<file path="config.mk">
export PLATFORM = sky130hd
export DESIGN_NAME = length_prefixed_deframer
export DESIGN_NICKNAME = d
export VERILOG_FILES = /design/src/sv/dfr_pkg.sv /design/src/sv/length_prefixed_deframer.sv /design/src/sv/dfr_cfg.sv /design/src/sv/dfr_front.sv /design/src/sv/dfr_back.sv
export SDC_FILE = /design/constraint.sdc
export NUM_CORES = 1
export LEC_CHECK = 0
export BUFFER_PORTS_ARGS = -buffer_cell sky130_fd_sc_hd__buf_2
export CORE_MARGIN = 5
export CORE_UTILIZATION = 59
export CTS_CLUSTER_SIZE = 30
export DETAILED_ROUTE_END_ITERATION = 16
export HOLD_SLACK_MARGIN = 0.05
export PLACE_DENSITY = 0.91
export SLEW_MARGIN = 5
export SYNTH_ARGS = -nofsm -noshare
export SYNTH_HDL_FRONTEND = slang
export SYNTH_SLANG_ARGS = --single-unit
</file>
<file path="constraint.sdc">
create_clock -name clk -period 4.6 [get_ports clk]
set_input_delay 0.92 -clock clk [delete_from_list [all_inputs] [get_ports clk]]
set_output_delay 0.92 -clock clk [all_outputs]
set_load 0.02 [all_outputs]
</file>
<file path="src/sv/dfr_pkg.sv">
// Types and constants for the length-prefixed deframer.
// No dependencies; imported by every RTL module of the block.
package dfr_pkg;

  localparam int unsigned LEN_W   = 32;
  localparam int unsigned BYTE_W  = 8;
  localparam int unsigned KIND_W  = 2;
  localparam int unsigned PADDR_W = 2;
  localparam int unsigned PDATA_W = 32;

  localparam logic [LEN_W-1:0] MAX_LENGTH_RESET = 32'hffff_ffff;

  // Both internal queues hold two entries.
  localparam int unsigned Q_DEPTH = 2;
  localparam int unsigned Q_PTR_W = 1;
  localparam int unsigned Q_CNT_W = 2;
  localparam logic [Q_CNT_W-1:0] Q_FULL_CNT = 2'(Q_DEPTH);

  localparam logic [PADDR_W-1:0] ADDR_MAX_LENGTH = '0;

  localparam logic [KIND_W-1:0] KIND_DATA   = 2'd0;
  localparam logic [KIND_W-1:0] KIND_BEGIN  = 2'd1;
  localparam logic [KIND_W-1:0] KIND_XPORT  = 2'd2;

  typedef enum logic [1:0] {
    OP_DATA,
    OP_BEGIN,
    OP_ABORT
  } op_t;

  typedef enum logic [1:0] {
    PH_IDLE,
    PH_HEADER,
    PH_PAYLOAD
  } phase_t;

  typedef enum logic [2:0] {
    ST_PROGRESS,
    ST_COMPLETE,
    ST_ZERO,
    ST_RANGE,
    ST_TRANSPORT
  } status_t;

  typedef struct packed {
    op_t               op;
    logic [BYTE_W-1:0] data;
  } cmd_t;

  typedef struct packed {
    logic [BYTE_W-1:0] payload_byte;
    logic              has_payload;
    logic              end_of_message;
    status_t           status;
  } res_t;

endpackage

</file>
<file path="src/sv/length_prefixed_deframer.sv">
// Length-prefixed deframer top level: APB registers, front end, back end.
// Throughput: one input beat per cycle while full is low, one result beat per cycle while the result queue is not full.
// Path: an input beat is registered in the command queue, then the back end executes it
// once the result queue has room, updating its state and registering the result in the result queue.
// Reset (synchronous rst): both queues empty, receiver idle, max_length all ones.
module length_prefixed_deframer import dfr_pkg::*; (
  input  logic               clk,
  input  logic               rst,
  input  logic               psel,
  input  logic               penable,
  input  logic               pwrite,
  input  logic [PADDR_W-1:0] paddr,
  input  logic [PDATA_W-1:0] pwdata,
  output logic [PDATA_W-1:0] prdata,
  output logic               pready,
  input  logic               push,
  output logic               full,
  input  logic [KIND_W-1:0]  kind,
  input  logic [BYTE_W-1:0]  data_byte,
  output logic               empty,
  input  logic               pop,
  output logic [BYTE_W-1:0]  payload_byte,
  output logic               has_payload,
  output logic               end_of_message,
  output logic [2:0]         status
);

  logic [LEN_W-1:0] max_length;
  logic             cmd_valid;
  logic             cmd_pop;
  cmd_t             cmd;
  res_t             res;

  dfr_cfg u_cfg (
    .clk        (clk),
    .rst        (rst),
    .psel       (psel),
    .penable    (penable),
    .pwrite     (pwrite),
    .paddr      (paddr),
    .pwdata     (pwdata),
    .prdata     (prdata),
    .pready     (pready),
    .max_length (max_length)
  );

  dfr_front u_front (
    .clk       (clk),
    .rst       (rst),
    .push      (push),
    .full      (full),
    .kind      (kind),
    .data_byte (data_byte),
    .cmd_valid (cmd_valid),
    .cmd       (cmd),
    .cmd_pop   (cmd_pop)
  );

  dfr_back u_back (
    .clk        (clk),
    .rst        (rst),
    .cmd_valid  (cmd_valid),
    .cmd        (cmd),
    .cmd_pop    (cmd_pop),
    .max_length (max_length),
    .pop        (pop),
    .empty      (empty),
    .res        (res)
  );

  assign payload_byte   = res.payload_byte;
  assign has_payload    = res.has_payload;
  assign end_of_message = res.end_of_message;
  assign status         = 3'(res.status);

endmodule

</file>
<file path="src/sv/dfr_cfg.sv">
// APB register file of the deframer: holds max_length.
// Depends on dfr_pkg.
module dfr_cfg import dfr_pkg::*; (
  input  logic               clk,
  input  logic               rst,
  input  logic               psel,
  input  logic               penable,
  input  logic               pwrite,
  input  logic [PADDR_W-1:0] paddr,
  input  logic [PDATA_W-1:0] pwdata,
  output logic [PDATA_W-1:0] prdata,
  output logic               pready,
  output logic [LEN_W-1:0]   max_length
);

  logic hit;

  assign hit    = (paddr == ADDR_MAX_LENGTH);
  assign pready = 1'b1;
  assign prdata = hit ? max_length : '0;

  always_ff @(posedge clk) begin
    if (rst) begin
      max_length <= MAX_LENGTH_RESET;
    end else if (psel && penable && pwrite && pready && hit) begin
      max_length <= pwdata;
    end
  end

endmodule

</file>
<file path="src/sv/dfr_front.sv">
// Front end: accepts input beats, classifies them and queues commands.
// Depends on dfr_pkg.
module dfr_front import dfr_pkg::*; (
  input  logic              clk,
  input  logic              rst,
  input  logic              push,
  output logic              full,
  input  logic [KIND_W-1:0] kind,
  input  logic [BYTE_W-1:0] data_byte,
  output logic              cmd_valid,
  output cmd_t              cmd,
  input  logic              cmd_pop
);

  cmd_t               entry [Q_DEPTH];
  logic [Q_PTR_W-1:0] wr_ptr;
  logic [Q_PTR_W-1:0] rd_ptr;
  logic [Q_CNT_W-1:0] count;
  logic [Q_CNT_W-1:0] count_next;
  cmd_t               cls;
  logic               cls_valid;
  logic               enq;
  logic               deq;

  // Unused kind codes are consumed here and never reach the back end.
  always_comb begin
    cls.data  = data_byte;
    cls.op    = OP_DATA;
    cls_valid = 1'b1;
    case (kind)
      KIND_DATA:  cls.op = OP_DATA;
      KIND_BEGIN: cls.op = OP_BEGIN;
      KIND_XPORT: cls.op = OP_ABORT;
      default:    cls_valid = 1'b0;
    endcase
  end

  assign full      = (count == Q_FULL_CNT);
  assign cmd_valid = (count != '0);
  assign cmd       = entry[rd_ptr];
  assign enq       = push && !full && cls_valid;
  assign deq       = cmd_pop && cmd_valid;

  always_comb begin
    count_next = count;
    if (enq && !deq) begin
      count_next = count + 1'b1;
    end else if (deq && !enq) begin
      count_next = count - 1'b1;
    end
  end

  always_ff @(posedge clk) begin
    if (rst) begin
      wr_ptr <= '0;
      rd_ptr <= '0;
      count  <= '0;
    end else begin
      count <= count_next;
      if (enq) begin
        wr_ptr <= wr_ptr + 1'b1;
      end
      if (deq) begin
        rd_ptr <= rd_ptr + 1'b1;
      end
    end
  end

  always_ff @(posedge clk) begin
    if (enq) begin
      entry[wr_ptr] <= cls;
    end
  end

endmodule

</file>
<file path="src/sv/dfr_back.sv">
// Back end: header assembly, length checks, payload counting, result queue.
// Depends on dfr_pkg.
module dfr_back import dfr_pkg::*; (
  input  logic             clk,
  input  logic             rst,
  input  logic             cmd_valid,
  input  cmd_t             cmd,
  output logic             cmd_pop,
  input  logic [LEN_W-1:0] max_length,
  input  logic             pop,
  output logic             empty,
  output res_t             res
);

  phase_t             phase;
  phase_t             phase_next;
  logic [1:0]         hdr_cnt;
  logic [1:0]         hdr_cnt_next;
  logic [LEN_W-1:0]   msg_len;
  logic [LEN_W-1:0]   msg_len_next;
  logic [LEN_W-1:0]   rx_cnt;
  logic [LEN_W-1:0]   rx_cnt_next;
  logic [LEN_W-1:0]   len_shift;
  logic [LEN_W-1:0]   rx_inc;
  res_t               gen;
  logic               gen_valid;

  res_t               entry [Q_DEPTH];
  logic [Q_PTR_W-1:0] wr_ptr;
  logic [Q_PTR_W-1:0] rd_ptr;
  logic [Q_CNT_W-1:0] count;
  logic [Q_CNT_W-1:0] count_next;
  logic               enq;
  logic               deq;

  // A command is executed only when the result queue has a free slot.
  assign cmd_pop   = cmd_valid && (count != Q_FULL_CNT);
  assign len_shift = {msg_len[LEN_W-BYTE_W-1:0], cmd.data};
  assign rx_inc    = rx_cnt + 1'b1;

  always_ff @(posedge clk) begin
    if (rst) begin
      phase   <= PH_IDLE;
      hdr_cnt <= '0;
      msg_len <= '0;
      rx_cnt  <= '0;
    end else begin
      phase   <= phase_next;
      hdr_cnt <= hdr_cnt_next;
      msg_len <= msg_len_next;
      rx_cnt  <= rx_cnt_next;
    end
  end

  always_comb begin
    phase_next         = phase;
    hdr_cnt_next       = hdr_cnt;
    msg_len_next       = msg_len;
    rx_cnt_next        = rx_cnt;
    gen_valid          = 1'b0;
    gen.payload_byte   = '0;
    gen.has_payload    = 1'b0;
    gen.end_of_message = 1'b1;
    gen.status         = ST_PROGRESS;
    if (cmd_pop) begin
      case (cmd.op)
        OP_BEGIN: begin
          phase_next   = PH_HEADER;
          hdr_cnt_next = '0;
          msg_len_next = '0;
          rx_cnt_next  = '0;
        end
        OP_ABORT: begin
          if (phase != PH_IDLE) begin
            phase_next = PH_IDLE;
            gen_valid  = 1'b1;
            gen.status = ST_TRANSPORT;
          end
        end
        OP_DATA: begin
          case (phase)
            PH_HEADER: begin
              msg_len_next = len_shift;
              if (hdr_cnt != 2'd3) begin
                hdr_cnt_next = hdr_cnt + 1'b1;
              end else begin
                hdr_cnt_next = '0;
                if (len_shift == '0) begin
                  phase_next = PH_IDLE;
                  gen_valid  = 1'b1;
                  gen.status = ST_ZERO;
                end else if (len_shift > max_length) begin
                  phase_next = PH_IDLE;
                  gen_valid  = 1'b1;
                  gen.status = ST_RANGE;
                end else begin
                  phase_next  = PH_PAYLOAD;
                  rx_cnt_next = '0;
                end
              end
            end
            PH_PAYLOAD: begin
              rx_cnt_next      = rx_inc;
              gen_valid        = 1'b1;
              gen.payload_byte = cmd.data;
              gen.has_payload  = 1'b1;
              if (rx_inc == msg_len) begin
                phase_next = PH_IDLE;
                gen.status = ST_COMPLETE;
              end else begin
                gen.end_of_message = 1'b0;
              end
            end
            default: begin
              // idle: byte dropped
            end
          endcase
        end
        default: begin
        end
      endcase
    end
  end

  // Two-entry result queue toward the pop side.
  assign empty = (count == '0);
  assign res   = entry[rd_ptr];
  assign enq   = gen_valid;
  assign deq   = pop && !empty;

  always_comb begin
    count_next = count;
    if (enq && !deq) begin
      count_next = count + 1'b1;
    end else if (deq && !enq) begin
      count_next = count - 1'b1;
    end
  end

  always_ff @(posedge clk) begin
    if (rst) begin
      wr_ptr <= '0;
      rd_ptr <= '0;
      count  <= '0;
    end else begin
      count <= count_next;
      if (enq) begin
        wr_ptr <= wr_ptr + 1'b1;
      end
      if (deq) begin
        rd_ptr <= rd_ptr + 1'b1;
      end
    end
  end

  always_ff @(posedge clk) begin
    if (enq) begin
      entry[wr_ptr] <= gen;
    end
  end

endmodule

</file>
### Yosys cells after proc, flatten, opt, wreduce, memory -nomap -nowiden

Memories as Yosys holds them, arrays and structs flattened. A register that Yosys moved wholly into a read port is not among the register bits.
Cells that the tools add are included.

* bitwise logic cells: 0
* eq/ne operators: 17
* muxes and demuxes: 50
* $mul: 0
* add/sub/neg operators: 10
* magnitude comparators: 1
* shift-type cells: 0
* reductions and logical operators: 33
* div/mod/pow operators: 0

Operators with widths (number)
* one-hot mux 32 bit (2 select lines): 3
* two-way mux 32 bit: 5
* adder 32 x 1 -> 32 bit, second input constant: 1
* equality test 32 bit: 1
* > comparator 32 bit: 1
* logical NOT 32 bit: 1
* two-way mux 2 bit: 12
* two-way mux 10 bit: 2
* two-way mux 1 bit: 16
* two-way mux 13 bit: 1
* logical AND 1 bit: 12
* inequality test 3 bit, second input constant: 4
* one-hot mux 2 bit (2 select lines): 3
* one-hot mux 3 bit (2 select lines): 2
* AND reduction 6 bit: 2
* nonzero test 2 bit: 5
* two-way mux 3 bit: 3
* equality test 2 bit, second input constant: 4
* logical NOT 2 bit: 4
* adder 2 x 1 -> 2 bit, second input constant: 3
* equality test 2 x 1 -> 1 bit, second input constant: 3
* logical NOT 1 bit: 6
* inequality test 2 bit, second input constant: 3
* one-hot mux 2 bit (3 select lines): 1
* 8 further kinds: 13

* flip-flop bits (word level): 108
* input port bits: 51
* memories: 2
* bits in writable memories: 46
* bits in latches: 0
* memory bits (read-only): 0
* word-level logic and storage cells: 124
* output and inout bits: 48

Memory list
* u_back.entry: words 2, bits a word 13, read ports 1, clocked after Yosys merged registers in 1, write ports 1, RTL line dfr_back.sv:28 `res_t entry [Q_DEPTH];`
* u_front.entry: words 2, bits a word 10, read ports 1, clocked after Yosys merged registers in 1, write ports 1, RTL line dfr_front.sv:15 `cmd_t entry [Q_DEPTH];`

### Logic depth before layout (Yosys ltp)

* depth in word-level cells: 11
* gate-level depth with buffers: 15
* gate-level depth less buffers: 13

### Hierarchy

From an unflattened synthesis, not the netlist that was laid out.

* cells, all modules: 946
* area total of the unflattened synthesis: 8763.4 sq um

Modules (own cells, without submodules)
* dfr_back: times used 1, seq. area each 2242.2 sq um, cells an instance 740, area an instance 6342.3 sq um
* dfr_cfg: times used 1, seq. area each 640.6 sq um, cells an instance 148, area an instance 1446.4 sq um
* dfr_front: times used 1, seq. area each 700.7 sq um, cells an instance 58, area an instance 974.7 sq um

### Worst setup path after synthesis

OpenSTA, ideal clock, no wires.

* kind: register to register
* start: reg with a tool-made name
* end: reg u_back.count[1]
* stages on the path, launching flop included: 15
* library setup time: 0.071 ns
* data arrival time: 3.258 ns
* setup slack: 1.272 ns
* data required time: 4.529 ns
* clock period less this slack: 3.328 ns
* path through: dfxtp_1 -> buf_6 -> buf_6 -> mux2i_1 -> inv_1 -> ha_1 -> nand4_1 -> nor4_1 -> and3_1 -> a31oi_1 -> o31a_1 -> or2_2 -> ha_1 -> or3_1 -> a21oi_1

RTL lines
* to (signal assigned): RTL line dfr_back.sv:146 `count <= count_next;`
* to (decl): RTL line dfr_back.sv:31 `logic [Q_CNT_W-1:0] count;`

==> results <==
- The run finished with clean final reports.
- The root cell of the clock tree is clkbuf_16.
- Ranked by instance count, the synthesized netlist is headed by dfxtp_1 (110), nor2_1 (90), nand2_1 (76).
- After routing the design area is 9829 sq um.
- The number of hold-slack violations in the final timing report came to 0.
- The number of placed I/O pins is 99.
- After clock tree synthesis, the clock-pin slew on the worst setup and hold paths is 0.06 ns.
- After global routing the overflow that remains totals 0.
- The final cell count without fillers is 1248.
- dfxtp_1 takes more of the synthesized area than any other cell.
- Across the VDD grid, the largest voltage drop is 0.0002726 V.
- The number of distinct library cells after synthesis is 72.
- At the pin with the least slew margin, the transition time is 1.084 ns.
- The CTS tree is yes.
- The die is 131.8 um tall.
- The average detailed-routed wire length per instance is 18.88 um.
- The category of the worst setup path capture point is a register.
- The post-route antenna net violation count is 0.
- The first-pass iteration count of the detailed router is 6.
- The net count after synthesis is 1085.
- Row generation in the floorplan step produced 44 rows.
- From synthesis to final layout, the design area changed by 12.32%.
- On the critical path the largest part of the delay comes from simple AND/OR/NAND/NOR gates.
- The fraction of the cycle the final worst path needs is 0.9284.
- The number of global-route vias before repair came to 7562.
- In the synthesized netlist the async set-or-reset flop fraction comes to 0.
- Sorting the synthesized cells by area gives the leading types as dfxtp_1 (25%), edfxtp_1 (16%), ha_1 (5.6%).
- The worst hold path class is register to register.
- The die footprint is 17370 sq um.
- In this design, the stage delay of the slowest critical-path cell is 0.84 ns.
- The number of sinks driven by the clock tree is 156.
- The count of yosys warnings during synthesis is 0.
- The die is 131.8 um wide.
- The number of antenna diodes in the final layout is 0.
- By startpoint and endpoint, the worst setup path is classified as register to register.
- The fraction of layout instances using a drive strength above 1 is 0.1682.
- The global-route wire length before repair is 38.52 mm.
- The most used standard cell by instance count after synthesis is dfxtp_1.
- The peak clock frequency supported by timing is 0.2341 GHz.
- The buffers plus inverters on the worst setup path is 1.
- Walking the worst path, the cells encountered are mux2i_1, inv_1, ha_1, nand4_1, nor4_1, and3_1, a31oi_1, o31a_1, or2_2, ha_1, or3_1, a21oi_1.
- At the end of routability-driven placement, the weighted congestion stood at 0.9498.
- In the final design database the tool counted 1142 nets.
- The share of synthesized area occupied by flip-flops and latches is 0.4095.
- The sequential power share is 0.420.
- Max-cap violations in this run came to 0.
- The clock latency reported for the late side of the worst-skew pair is 0.43 ns.
- The final critical path time including I/O delays and setup is 4.271 ns.
- The number of slew-limit violations in the final report is 0.
- The synthesized design contains 156 register bits.
- The core box area is 14530 sq um.
- Headroom to the max-slew limit came out at 0.2777.
- Entering global routing, the biggest net connects 65 pins.
- Summed over all nets, the switching power comes to 0.001139 W.
- Across every metal layer, demand over resource in global routing totals 0.2672.
- The total power after layout is 0.003765 W.
- For this configuration, the core starts out at a cell density of 0.6021.
- The detailed router finished its first iteration with 1005 violations.
- The initial antenna violation count is 0.
- For this design, the slowest cell found on the critical path is dfxtp_1.
- The post-synth design cell area is 8751 sq um.
- The share of total power dissipated in the clock network is 0.376.
- The number of clock buffers added by TritonCTS is 17.
- The worst-case clock buffer depth is 2.
- The detailed router placed 8024 vias in this run.
- The data arrival time of the critical path is 4.63 ns.
- The number of levels in the clock H-tree is 4.
- Clock skew on the completed layout was measured at 0.006471 ns.
- The highest fanout seen on the critical path is 13.
- The internal portion of total power is 0.002626 W.
- Summed over all cells, the static leakage comes to 3.803 nW.
- In this run the cell area measured after placement is 9234 sq um.
- The number of vias per cell after detailed routing is 6.429.
- STA classifies the critical path startpoint as a register.
- The relative contribution of combinational cells to total power is 0.204.
- Among the stages of the critical path, the cell type that occurs most often is ha_1.
- The instance count after placement with tap cells included is 1217.
- Setup repair after global routing left no endpoint under its margin.
- Of the total power, the share spent switching nets is 0.3025.
- In this run the tool buffered the top-level ports with 97 buffer cells.
- Setup violations remaining at the end of the flow were counted as 0.
- At the worst endpoint, the required time is 4.96 ns.
- In the final timing run, aggregate negative setup slack is 0 ns.
- The portion of synthesized cell area occupied by the leading cell type is 0.2516.
- After detailed routing, the number of remaining DRC violations is 0.
- The post-detailed-placement half-perimeter wirelength is 15.66 mm.
- The detailed-route wire length is 23.57 mm.
- Synthesis produced a netlist whose cell count is 995.
- Among all flip-flop cells after synthesis, the most frequent one is dfxtp_1.
- The power per unit of standard cell area is 383.0 nW/um^2.
- Each instance of the synthesized netlist takes up on average 8.795 sq um.
- In this run, synthesis inferred 46 flip-flops with an integrated enable.
## cells by family (layout without fill, tap and decap cells)
logic type | Yosys count | after routing | synth area share
compound gates | 210 | 210 | 0.1687
other cells | 1 | 1 | 0.0004285
simple gates | 386 | 386 | 0.2205
buf+inv | 126 | 195 | 0.06034
mux | 27 | 27 | 0.03474
fa+ha+maj | 39 | 39 | 0.05576
flops | 156 | 156 | 0.4095
xor+xnor | 50 | 50 | 0.05004
## worst register-to-register path, delay by kind of cell, from the launching register on
kind	cells	cell delay, ns
AND/OR/NAND/NOR	5	1.44
AO/OA/AOI/OAI	3	0.65
adder cells (fa/ha/maj)	2	0.66
buffers and inverters	1	0.09
flip-flops	1	0.84
multiplexers	1	0.52
## flip-flops by register name (all words and copies together) (netlist names), 2 cells and up, named ones only
| name | count |
|---|---|
| u_back.hdr_cnt | 2 |
| u_back.msg_len | 32 |
| u_back.count | 2 |
| u_back.entry | 26 |
| u_front.entry | 20 |
| u_cfg.max_length | 32 |
| u_back.rx_cnt | 32 |
| u_back.phase | 2 |
| u_front.count | 2 |
## layout by cell type (no fill, tap or decap), types with 5 or more instances in the layout
master	count
a31oi_2	12
and2_1	6
xnor2_1	38
buf_2	97
ha_1	39
nor3_1	63
a31oi_1	33
edfxtp_1	46
o21ai_0	26
nand2_1	76
and3_1	7
buf_4	10
o21ai_1	8
clkbuf_16	18
mux2_2	14
nand4_1	22
nor4_1	17
nand3b_1	5
mux2i_1	11
a21oi_1	56
nor2b_1	9
nand2b_1	6
or3_1	7
dfxtp_1	110
inv_1	56
nor2_1	90
xor2_1	12
nand3_1	55
a211o_1	33
## power groups by stage
| stage | combinational, W | clock (W) | sequential [W] |
|---|---|---|---|
| floorplan | 0.000592 | 0 | 0.00155 |
| global placement | 0.000709 | 0 | 0.00160 |
| detailed placement | 0.000734 | 0 | 0.00160 |
| CTS | 0.000753 | 0.00142 | 0.00158 |
| global route | 0.000828 | 0.00148 | 0.00159 |
| finish | 0.000766 | 0.00142 | 0.00158 |
## metal layers
| layer | global-route usage | routed length, um | up-vias |
|---|---|---|---|
| met4 | 0.1234 | 919 | 0 |
| met2 | 0.4280 | 10990 | 469 |
| met5 | 0 | 0 | - |
| met3 | 0.05573 | 2184 | 80 |
| li1 | - | - | 3722 |
| met1 | 0.3479 | 9472 | 3753 |
## timing repair
action,CTS,global route
hold endpoints to repair,0,0
hold buffers,0,0
endpoints found under the setup margin,0,13
setup buffers,0,0
gates resized for setup,0,1
## stage by stage
stage	setup WS [ns]	hold slack, ns	utilization
finish	0.3291	0.4772	0.6763
floorplan	1.272	0.4356	-
CTS	0.1390	0.4708	0.6761
global placement	0.6292	0.4416	0.6353
global route	0.07587	0.5012	0.6763
detailed placement	0.3548	0.4629	0.6353
## area by class of cell
| class | count | area, sq um |
|---|---|---|
| clock buffers | 25 | 506.7 |
| clock inverters | 6 | 86.33 |
| fillers | 1074 | 4705 |
| inverters | 57 | 214.0 |
| multi-input cells | 713 | 4648 |
| flip-flops and latches | 156 | 3583 |
| well taps | 184 | 230.2 |
| repair buffers | 107 | 560.5 |
## path summary, 6_finish.rpt
| path | from | endpoint | slack, ns | depth (start not counted) |
|---|---|---|---|---|
| min reg2reg | u_back.hdr_cnt[1] | u_back.hdr_cnt[1] | 0.48 | 2 |
| min | u_back.hdr_cnt[1] | u_back.hdr_cnt[1] | 0.48 | 2 |
| max | register | u_back.count[1] | 0.33 | 12 |
| max reg2reg | register | u_back.count[1] | 0.33 | 12 |
Note: power is estimated with default switching activity, not from simulation.
